<file path="config.mk">
export PLATFORM = sky130hd
export DESIGN_NAME = command_frame_receiver_top
export DESIGN_NICKNAME = d
export VERILOG_FILES = /design/src/rtl/cfr_pkg.sv /design/src/rtl/cfr_front.sv /design/src/rtl/cfr_queue.sv /design/src/rtl/cfr_back.sv /design/src/rtl/command_frame_receiver_top.sv
export SDC_FILE = /design/constraint.sdc
export NUM_CORES = 1
export LEC_CHECK = 0
export BUFFER_PORTS_ARGS = -buffer_cell sky130_fd_sc_hd__clkbuf_2
export CAP_MARGIN = 20
export CORE_MARGIN = 1
export CORE_UTILIZATION = 67
export DETAILED_ROUTE_END_ITERATION = 12
export GPL_ROUTABILITY_DRIVEN = 0
export GPL_TIMING_DRIVEN = 0
export PLACE_DENSITY = 0.87
export SLEW_MARGIN = 20
export SYNTH_ARGS = -nofsm -noshare
export SYNTH_HDL_FRONTEND = slang
export SYNTH_SLANG_ARGS = --single-unit
</file>
<file path="constraint.sdc">
create_clock -name i_clk -period 17.2 [get_ports i_clk]
set_clock_uncertainty 0.2 [all_clocks]
set_input_delay 3.44 -clock i_clk [delete_from_list [all_inputs] [get_ports i_clk]]
set_output_delay 3.44 -clock i_clk [all_outputs]
set_load 0.005 [all_outputs]
</file>
<file path="src/rtl/cfr_pkg.sv">
// Shared types and constants of the command frame receiver.
package cfr_pkg;

    localparam int STORE_DEPTH  = 18;
    localparam int MAX_PAYLOAD  = 49;
    localparam int PAYLOAD_W    = STORE_DEPTH * 8;
    localparam int GAIN_WORDS   = 9;
    localparam int ACK_LEN      = 7;
    localparam int QUEUE_DEPTH  = 2;

    localparam logic [7:0] HDR_FIRST   = 8'hAA;
    localparam logic [7:0] HDR_SECOND  = 8'hAF;
    localparam logic [7:0] FUNC_LIMIT  = 8'hF1;
    localparam logic [7:0] FN_RATE     = 8'h10;
    localparam logic [7:0] FN_ATT      = 8'h11;
    localparam logic [7:0] FN_ACK_LO   = 8'h12;
    localparam logic [7:0] FN_ACK_HI   = 8'h15;
    localparam logic [7:0] FN_QUERY    = 8'h02;
    localparam logic [7:0] QRY_GAINS   = 8'h01;
    localparam logic [7:0] QRY_VERSION = 8'hA0;

    localparam logic [7:0] ACK_B0 = 8'hAA;
    localparam logic [7:0] ACK_B1 = 8'hAA;
    localparam logic [7:0] ACK_B2 = 8'hEF;
    localparam logic [7:0] ACK_B3 = 8'h02;
    localparam logic [7:0] ACK_CK_BASE = 8'(ACK_B0 + ACK_B1 + ACK_B2 + ACK_B3);

    localparam logic [3:0] ACK_FIRST_STEP = 4'(GAIN_WORDS);
    localparam logic [3:0] LAST_STEP      = 4'(GAIN_WORDS + ACK_LEN - 1);

    localparam logic [1:0] KIND_ACK     = 2'd0;
    localparam logic [1:0] KIND_GAIN    = 2'd1;
    localparam logic [1:0] KIND_READ    = 2'd2;
    localparam logic [1:0] KIND_VERSION = 2'd3;

    typedef enum logic [2:0] {
        PH_IDLE = 3'd0,
        PH_HDR2 = 3'd1,
        PH_FUNC = 3'd2,
        PH_LEN  = 3'd3,
        PH_DATA = 3'd4,
        PH_CSUM = 3'd5
    } t_phase;

    typedef enum logic [1:0] {
        JOB_GAINS   = 2'd0,
        JOB_ACK     = 2'd1,
        JOB_READ    = 2'd2,
        JOB_VERSION = 2'd3
    } t_job_kind;

    typedef enum logic {
        BK_IDLE = 1'b0,
        BK_RUN  = 1'b1
    } t_back_state;

    typedef struct packed {
        t_job_kind              kind;
        logic                   group;
        logic [7:0]             func;
        logic [7:0]             csum;
        logic [PAYLOAD_W-1:0]   payload;
    } t_job;

endpackage

</file>
<file path="src/rtl/cfr_front.sv">
// Frame parser: checks header, length and checksum and turns a good frame into a job.
module cfr_front (
    input  logic          i_clk,
    input  logic          i_rst_n,
    input  logic          i_take,
    input  logic [7:0]    i_rx_byte,
    output logic          o_job_valid,
    output cfr_pkg::t_job o_job
);
    import cfr_pkg::*;

    t_phase     r_phase, n_phase;
    logic [5:0] r_left, n_left;
    logic [5:0] r_count, n_count;
    logic [7:0] r_sum, n_sum;
    logic [7:0] r_func, n_func;
    logic [7:0] r_store [STORE_DEPTH];
    logic [7:0] n_store [STORE_DEPTH];
    logic       store_wr;

    always_ff @(posedge i_clk) begin
        if (!i_rst_n) begin
            r_phase <= PH_IDLE;
            r_left  <= '0;
            r_count <= '0;
            r_sum   <= '0;
            r_func  <= '0;
            for (int i = 0; i < STORE_DEPTH; i++) begin
                r_store[i] <= '0;
            end
        end else begin
            r_phase <= n_phase;
            r_left  <= n_left;
            r_count <= n_count;
            r_sum   <= n_sum;
            r_func  <= n_func;
            r_store <= n_store;
        end
    end

    always_comb begin
        n_phase  = r_phase;
        n_left   = r_left;
        n_count  = r_count;
        n_sum    = r_sum;
        n_func   = r_func;
        store_wr = 1'b0;
        if (i_take) begin
            unique case (r_phase)
                PH_IDLE: begin
                    if (i_rx_byte == HDR_FIRST) begin
                        n_phase = PH_HDR2;
                        n_sum   = i_rx_byte;
                    end
                end
                PH_HDR2: begin
                    if (i_rx_byte == HDR_SECOND) begin
                        n_phase = PH_FUNC;
                        n_sum   = 8'(r_sum + i_rx_byte);
                    end else begin
                        n_phase = PH_IDLE;
                    end
                end
                PH_FUNC: begin
                    if (i_rx_byte < FUNC_LIMIT) begin
                        n_phase = PH_LEN;
                        n_func  = i_rx_byte;
                        n_sum   = 8'(r_sum + i_rx_byte);
                    end else begin
                        n_phase = PH_IDLE;
                    end
                end
                PH_LEN: begin
                    if (i_rx_byte <= 8'(MAX_PAYLOAD)) begin
                        n_phase = PH_DATA;
                        n_left  = i_rx_byte[5:0];
                        n_count = '0;
                        n_sum   = 8'(r_sum + i_rx_byte);
                    end else begin
                        n_phase = PH_IDLE;
                    end
                end
                PH_DATA: begin
                    // A zero length leaves nothing to count, so the next byte is dropped.
                    if (r_left != '0) begin
                        n_left   = r_left - 6'd1;
                        n_count  = r_count + 6'd1;
                        n_sum    = 8'(r_sum + i_rx_byte);
                        store_wr = 1'b1;
                        if (r_left == 6'd1) begin
                            n_phase = PH_CSUM;
                        end
                    end else begin
                        n_phase = PH_IDLE;
                    end
                end
                PH_CSUM: begin
                    n_phase  = PH_IDLE;
                    store_wr = 1'b1;
                end
                default: n_phase = PH_IDLE;
            endcase
        end
    end

    // Positions beyond the store are summed but not kept; the checksum byte lands here too.
    always_comb begin
        n_store = r_store;
        for (int i = 0; i < STORE_DEPTH; i++) begin
            if (store_wr && r_count == 6'(i)) begin
                n_store[i] = i_rx_byte;
            end
        end
    end

    always_comb begin
        o_job_valid = 1'b0;
        o_job.kind  = JOB_ACK;
        o_job.group = r_func[0];
        o_job.func  = r_func;
        o_job.csum  = r_sum;
        for (int i = 0; i < STORE_DEPTH; i++) begin
            o_job.payload[PAYLOAD_W-1-8*i -: 8] = n_store[i];
        end
        if (i_take && r_phase == PH_CSUM && i_rx_byte == r_sum) begin
            if (r_func == FN_RATE || r_func == FN_ATT) begin
                o_job_valid = 1'b1;
                o_job.kind  = JOB_GAINS;
            end else if (r_func >= FN_ACK_LO && r_func <= FN_ACK_HI) begin
                o_job_valid = 1'b1;
                o_job.kind  = JOB_ACK;
            end else if (r_func == FN_QUERY) begin
                if (n_store[0] == QRY_GAINS) begin
                    o_job_valid = 1'b1;
                    o_job.kind  = JOB_READ;
                end else if (n_store[0] == QRY_VERSION) begin
                    o_job_valid = 1'b1;
                    o_job.kind  = JOB_VERSION;
                end
            end
        end
    end

endmodule

</file>
<file path="src/rtl/cfr_queue.sv">
// Two-entry job queue between the frame parser and the result sequencer.
module cfr_queue (
    input  logic          i_clk,
    input  logic          i_rst_n,
    input  logic          i_push,
    input  cfr_pkg::t_job i_job,
    output logic          o_full,
    input  logic          i_pop,
    output logic          o_empty,
    output cfr_pkg::t_job o_job
);
    import cfr_pkg::*;

    t_job       r_entry [QUEUE_DEPTH];
    logic       r_head, n_head;
    logic       r_tail, n_tail;
    logic [1:0] r_count, n_count;
    logic       do_push, do_pop;

    assign o_full  = (r_count == 2'(QUEUE_DEPTH));
    assign o_empty = (r_count == 2'd0);
    assign o_job   = r_entry[r_head];
    assign do_push = i_push && !o_full;
    assign do_pop  = i_pop && !o_empty;

    always_comb begin
        n_head  = do_pop  ? ~r_head : r_head;
        n_tail  = do_push ? ~r_tail : r_tail;
        n_count = 2'(r_count + 2'(do_push) - 2'(do_pop));
    end

    always_ff @(posedge i_clk) begin
        if (!i_rst_n) begin
            r_head  <= 1'b0;
            r_tail  <= 1'b0;
            r_count <= '0;
        end else begin
            r_head  <= n_head;
            r_tail  <= n_tail;
            r_count <= n_count;
        end
    end

    always_ff @(posedge i_clk) begin
        if (do_push) begin
            r_entry[r_tail] <= i_job;
        end
    end

    a_no_push_when_full: assert property (@(posedge i_clk) disable iff (!i_rst_n)
        i_push |-> !o_full)
        else $error("job offered while the queue is full");

    a_count_bound: assert property (@(posedge i_clk) disable iff (!i_rst_n)
        r_count <= 2'(QUEUE_DEPTH))
        else $error("queue count out of range");

endmodule

</file>
<file path="src/rtl/cfr_back.sv">
// Result sequencer: walks a job; its output register gives one result per cycle while popped.
module cfr_back (
    input  logic               i_clk,
    input  logic               i_rst_n,
    input  logic               i_job_empty,
    input  cfr_pkg::t_job      i_job,
    output logic               o_job_pop,
    output logic               o_empty,
    input  logic               i_pop,
    output logic [1:0]         o_kind,
    output logic [7:0]         o_ack_byte,
    output logic               o_gain_group,
    output logic [3:0]         o_gain_index,
    output logic signed [15:0] o_gain_value,
    output logic               o_last
);
    import cfr_pkg::*;

    t_back_state r_state, n_state;
    t_job        r_job, n_job;
    logic [3:0]  r_step, n_step;

    logic        r_out_valid, n_out_valid;
    logic [1:0]  r_kind, n_kind;
    logic [7:0]  r_ack, n_ack;
    logic        r_group, n_group;
    logic [3:0]  r_index, n_index;
    logic [15:0] r_value, n_value;
    logic        r_last, n_last;

    logic        load;
    logic [2:0]  ack_pos;
    logic [7:0]  ack_byte;
    logic        res_last;

    assign ack_pos = 3'(r_step - ACK_FIRST_STEP);

    always_comb begin
        case (ack_pos)
            3'd0:    ack_byte = ACK_B0;
            3'd1:    ack_byte = ACK_B1;
            3'd2:    ack_byte = ACK_B2;
            3'd3:    ack_byte = ACK_B3;
            3'd4:    ack_byte = r_job.func;
            3'd5:    ack_byte = r_job.csum;
            default: ack_byte = 8'(ACK_CK_BASE + r_job.func + r_job.csum);
        endcase
    end

    assign res_last = (r_job.kind == JOB_READ) || (r_job.kind == JOB_VERSION) ||
                      (r_step == LAST_STEP);

    always_ff @(posedge i_clk) begin
        if (!i_rst_n) begin
            r_state     <= BK_IDLE;
            r_step      <= '0;
            r_out_valid <= 1'b0;
        end else begin
            r_state     <= n_state;
            r_step      <= n_step;
            r_out_valid <= n_out_valid;
        end
    end

    always_ff @(posedge i_clk) begin
        r_job   <= n_job;
        r_kind  <= n_kind;
        r_ack   <= n_ack;
        r_group <= n_group;
        r_index <= n_index;
        r_value <= n_value;
        r_last  <= n_last;
    end

    always_comb begin
        n_state     = r_state;
        n_job       = r_job;
        n_step      = r_step;
        n_kind      = r_kind;
        n_ack       = r_ack;
        n_group     = r_group;
        n_index     = r_index;
        n_value     = r_value;
        n_last      = r_last;
        o_job_pop   = 1'b0;
        load        = 1'b0;
        n_out_valid = r_out_valid && !i_pop;
        unique case (r_state)
            BK_IDLE: begin
                if (!i_job_empty) begin
                    o_job_pop = 1'b1;
                    n_job     = i_job;
                    n_step    = (i_job.kind == JOB_GAINS) ? 4'd0 : ACK_FIRST_STEP;
                    n_state   = BK_RUN;
                end
            end
            BK_RUN: begin
                load = !r_out_valid || i_pop;
                if (load) begin
                    n_out_valid = 1'b1;
                    n_ack       = '0;
                    n_group     = 1'b0;
                    n_index     = '0;
                    n_value     = '0;
                    n_last      = res_last;
                    if (r_job.kind == JOB_READ) begin
                        n_kind = KIND_READ;
                    end else if (r_job.kind == JOB_VERSION) begin
                        n_kind = KIND_VERSION;
                    end else if (r_step < ACK_FIRST_STEP) begin
                        // Gain words leave the top of the payload, which then moves up.
                        n_kind        = KIND_GAIN;
                        n_group       = r_job.group;
                        n_index       = r_step;
                        n_value       = r_job.payload[PAYLOAD_W-1 -: 16];
                        n_job.payload = r_job.payload << 16;
                    end else begin
                        n_kind = KIND_ACK;
                        n_ack  = ack_byte;
                    end
                    if (res_last) begin
                        n_state = BK_IDLE;
                    end else begin
                        n_step = r_step + 4'd1;
                    end
                end
            end
            default: n_state = BK_IDLE;
        endcase
    end

    assign o_empty      = !r_out_valid;
    assign o_kind       = r_kind;
    assign o_ack_byte   = r_ack;
    assign o_gain_group = r_group;
    assign o_gain_index = r_index;
    assign o_gain_value = r_value;
    assign o_last       = r_last;

    a_ack_job_skips_gains: assert property (@(posedge i_clk) disable iff (!i_rst_n)
        (r_state == BK_RUN && r_job.kind == JOB_ACK) |-> r_step >= ACK_FIRST_STEP)
        else $error("acknowledge job entered the gain word steps");

    a_gain_index_range: assert property (@(posedge i_clk) disable iff (!i_rst_n)
        (r_out_valid && r_kind == KIND_GAIN) |-> r_index < 4'(GAIN_WORDS))
        else $error("gain index beyond the last slot");

    a_last_ends_job: assert property (@(posedge i_clk) disable iff (!i_rst_n)
        (r_state == BK_RUN && load && res_last) |=> (r_state == BK_IDLE && o_last))
        else $error("sequencer kept running after the final result");

    a_no_overwrite: assert property (@(posedge i_clk) disable iff (!i_rst_n)
        (r_out_valid && !i_pop) |-> !load)
        else $error("waiting result overwritten");

endmodule

</file>
<file path="src/rtl/command_frame_receiver_top.sv">
// Top level of the command frame receiver: parser, job queue and result sequencer.
// The block takes one received byte per cycle whenever full is low; full rises only
// while the two-entry job queue holds two complete frames that are still waiting to be
// answered. A good frame is decoded in the cycle its checksum byte arrives. The sequencer
// fetches a job from the queue and then delivers one result item per cycle while pop is
// high: 16 items for a gain frame (nine gain words, then the seven acknowledge bytes),
// seven for an acknowledge-only frame, one for a readback or version request. Every other
// byte produces no result. The payload store is cleared by reset.
module command_frame_receiver_top (
    input  logic               i_clk,
    input  logic               i_rst_n,
    input  logic               push,
    output logic               full,
    input  logic [7:0]         i_rx_byte,
    output logic               empty,
    input  logic               pop,
    output logic [1:0]         o_kind,
    output logic [7:0]         o_ack_byte,
    output logic               o_gain_group,
    output logic [3:0]         o_gain_index,
    output logic signed [15:0] o_gain_value,
    output logic               o_last
);
    import cfr_pkg::*;

    logic take;
    logic job_valid;
    t_job front_job;
    t_job head_job;
    logic job_empty;
    logic job_pop;

    assign take = push && !full;

    cfr_front u_front (
        .i_clk       (i_clk),
        .i_rst_n     (i_rst_n),
        .i_take      (take),
        .i_rx_byte   (i_rx_byte),
        .o_job_valid (job_valid),
        .o_job       (front_job)
    );

    cfr_queue u_queue (
        .i_clk   (i_clk),
        .i_rst_n (i_rst_n),
        .i_push  (job_valid),
        .i_job   (front_job),
        .o_full  (full),
        .i_pop   (job_pop),
        .o_empty (job_empty),
        .o_job   (head_job)
    );

    cfr_back u_back (
        .i_clk        (i_clk),
        .i_rst_n      (i_rst_n),
        .i_job_empty  (job_empty),
        .i_job        (head_job),
        .o_job_pop    (job_pop),
        .o_empty      (empty),
        .i_pop        (pop),
        .o_kind       (o_kind),
        .o_ack_byte   (o_ack_byte),
        .o_gain_group (o_gain_group),
        .o_gain_index (o_gain_index),
        .o_gain_value (o_gain_value),
        .o_last       (o_last)
    );

endmodule

</file>
==> impl_metrics.tcl <==
set metrics [dict create \
    grt_antenna_before_repair 0 \
    postSynth.topFlopCell "edfxtp_1" \
    clock.fmax_ghz 0.153 \
    max_stage_delay_ps 520 \
    crit_required_ps 17290 \
    maxSlewHeadroom_pct 33.1 \
    drtIter0Drc 1857 \
    timing.critical_path.arrival_ps 6620 \
    comb_power_share_pct 1.0 \
    synthSimpleGateAreaFrac_pct 9.56 \
    power.share.switching_pct 19.6 \
    share_seq_of_total_power_pct 53.1 \
    min_period_ps 6530 \
    max-vdd-ir-drop_mv 0.103 \
    synth_seq_cells 704 \
    drt-pass1-iter-count 5 \
    max-cap-violations 0 \
    power-per-cell-area_nw_per_um2 107 \
    post-route-drc-count 0 \
    rows 74 \
    floorplan.die_area_um2 42500 \
    post_synth_main_area_contributors "edfxtp_1, dfxtp_1, mux2_2" \
    final_max_slew_viol_count 0 \
    syn-num-nets 2018 \
    buffers_inverters_on_critical_path 4 \
    run_status "finished clean" \
    synth_top_area_share_pct 55.8 \
    net-switching-power_mw 0.665 \
    routed_wl_mm 64.1 \
    timing.hold.worst.class "reg -> reg" \
    cts_tree "built" \
    dpl.hpwl_mm 39.7 \
    seq_area_frac_synth_pct 69.1 \
    vias_in_the_first_global_route 17000 \
    synth_cells 1969 \
    route.antenna.remaining_nets 0 \
    count_of_instances_resized_after_the_clock_tree_is_built 0 \
    rrSetupSlack_ps 13320 \
    placed_cells 2559 \
    final.fill_count 2216 \
    synthesis.area_per_instance_um2 14.2 \
    io_pins 46 \
    cts.reportedPaths.clkPinSlew_ps 60 \
    grt_start_max_net_pins 54 \
    cts_post_setup_buffers_inserted 0 \
    die_w_um 206 \
    synthAdderAreaFrac_pct 1.71 \
    synth_top_family_by_area "multiplexers" \
    crit_fanout 21 \
    final_instance_count_without_filler_cells 2682 \
    routed-via-count 16900 \
    synth_xor_xnor_area_share_pct 0.596 \
    critPathKind "in -> reg" \
    grt_setup_unrepaired "false" \
    multi_input_area_um2 8110 \
    total_leakage_power_nw 10.1 \
    setup_total_negative_slack_ps 0 \
    worstMarginPinSlew_ps 1000 \
    synth_compound_area_share_pct 4.89 \
    placement.io_buffers 43 \
    synthDominantAreaCellType "edfxtp_1" \
    route.detailed.vias_per_inst 6.29 \
    root_buffer "clkbuf_16" \
    final_layout_size_suffix_gt1_share_pct 16.7 \
    final-setup-viol-count 0 \
    grt_first_pass_wirelength_mm 96.0 \
    nature_of_the_critical_path_endpoint "flop" \
    floorplan.initialDensity_pct 68.2 \
    crit_path_frequent_cell "buf_16" \
    hold_viol_final 0 \
    dieHeight_um 206 \
    synth_area_um2 27900 \
    nets_finish 2145 \
    post-route-util_pct 77.0 \
    clk_latency_ps 610 \
    clk_path_buf_depth 3 \
    path_delay_family "simple AND/OR/NAND/NOR gates" \
    synth.area.mux_share_pct 12.2 \
    core_region_area_um2 40900 \
    path_cells "clkbuf_2 -> ha_1 -> nor4_1 -> nand3_1 -> or3_1 -> a21oi_1 -> nor2b_4 -> buf_16 -> buf_12 -> buf_16" \
    synth.distinct_cells 64 \
    synth_edf_count 518 \
    grt_util_all_layers_pct 30.5 \
    register_area_um2 19300 \
    cts.sinks 704 \
    ys_top_cells_by_count "edfxtp_1, dfxtp_1, and2_1" \
    n_antenna_cell 0 \
    numCtsBuffers 67 \
    yosysMostFrequentCell "edfxtp_1" \
    final.period_utilization_pct 37.9 \
    power.clock.fraction_pct 45.9 \
    layout-area-overhead-vs-synth_pct 12.9 \
    finalHoldWorstSlack_ps 299 \
    deepest_level_of_the_cts_h_tree 3 \
    residual_overflow_from_global_routing 0 \
    yosys_warnings 0 \
    async_reset_ff_share_pct 0 \
    routedWlPerCell_um 23.9 \
    intPower_mw 2.72 \
    slowest_stage "nor2b_4" \
    startpoint_type_of_the_worst_setup_path "input port" \
    ctsHoldBuffers 0 \
]
==> cells by family (layout without fill, tap and decap cells) <==
logic type	after synthesis	after routing
DFF	704	704
and+or+nand+nor	504	504
AOI/OAI and AO/OA	243	243
buffers and inverters	142	323
muxes	320	320
adders and majority gates	37	37
xor gates and xnor gates	19	19
==> per-layer routing <==
| layer | wire [µm] | vias to the layer above | global-route usage (%) |
|---|---|---|---|
| met5 | 0 | - | 0 |
| met4 | 2540 | 0 | 13.4 |
| met3 | 5100 | 208 | 5.53 |
| met2 | 32000 | 876 | 52.1 |
| met1 | 24500 | 8387 | 38.1 |
| li1 | - | 7401 | - |
==> power by group through the flow <==
stage / Sequential, mW / Combinational, mW / Clock [mW]
global placement: 1.83 / 0.0312 / 0
detailed placement: 1.83 / 0.0323 / 0
CTS: 1.80 / 0.0328 / 1.56
finish: 1.80 / 0.0345 / 1.55
global route: 1.80 / 0.0352 / 1.62
floorplan: 1.83 / 0.0138 / 0
==> layout by cell type (no fill, tap or decap), types with 7 or more instances in the layout <==
cell,instances
nand2b_1,7
nand3_1,9
o21ai_0,153
xnor2_1,14
nor3_1,12
dfxtp_1,186
mux2_2,163
a21oi_1,41
nand2_1,158
inv_1,31
ha_1,35
nor2_1,78
buf_1,18
clkbuf_8,8
nor2_2,8
clkbuf_16,71
edfxtp_1,518
clkbuf_2,44
or3_1,9
and2_1,168
clkbuf_1,102
clkinv_2,8
buf_16,9
mux2i_1,157
bufinv_16,8
==> path summary, 6_finish.rpt <==
check	startpoint	endpoint	cells past startpoint
max	i_rx_byte[0]	u_queue.r_entry[0][78]	10
min	u_front.r_func[3]	u_queue.r_entry[0][155]	0
max reg2reg	u_front.r_left[0]	u_queue.r_entry[0][78]	11
min reg2reg	u_front.r_func[3]	u_queue.r_entry[0][155]	0
==> worst reg2reg max path: stages (launching register included) <==
cell     delay, ps
dfxtp_1        340
inv_1          150
ha_1           190
or3b_1         410
nor4_1         350
nor4_1         150
mux2i_1        210
a21oi_1        390
nor2b_4        520
buf_16         230
buf_12         230
buf_16         200
==> layout make-up <==
| cell class | instances | share of cell area (%) |
|---|---|---|
| Multi-Input combinational cell | 1123 | 25.7 |
| Clock buffer | 95 | 6.18 |
| Timing Repair Buffer | 58 | 1.85 |
| Buffer | 110 | 1.33 |
| Sequential cell | 704 | 61.2 |
| Clock inverter | 28 | 1.18 |
| Inverter | 32 | 0.381 |
| Tap cell | 532 | 2.11 |
==> registers in the layout, summed over array words and instances, names as in the netlist, 2 cells and up, named ones only <==
name / flops
u_front.r_sum: 8
u_back.o_ack_byte: 8
u_front.r_store: 144
u_back.o_gain_index: 4
u_front.r_count: 6
u_front.r_func: 8
u_back.o_gain_value: 16
u_back.r_job: 162
u_front.r_left: 6
u_queue.r_count: 2
u_front.r_phase: 3
u_queue.r_entry: 324
u_back.r_step: 4
u_back.o_kind: 2
==> through the flow <==
step,worst slack (ps),instance area [µm²],total power [mW]
final,10670,31500,3.39
after global routing,10540,31500,3.46
after CTS,10760,31500,3.39
after detailed placement,10270,29200,1.87
after global placement,-850,28800,1.87
after floorplan,4440,27900,1.85
No activity file was read; power rests on OpenSTA's default activity.
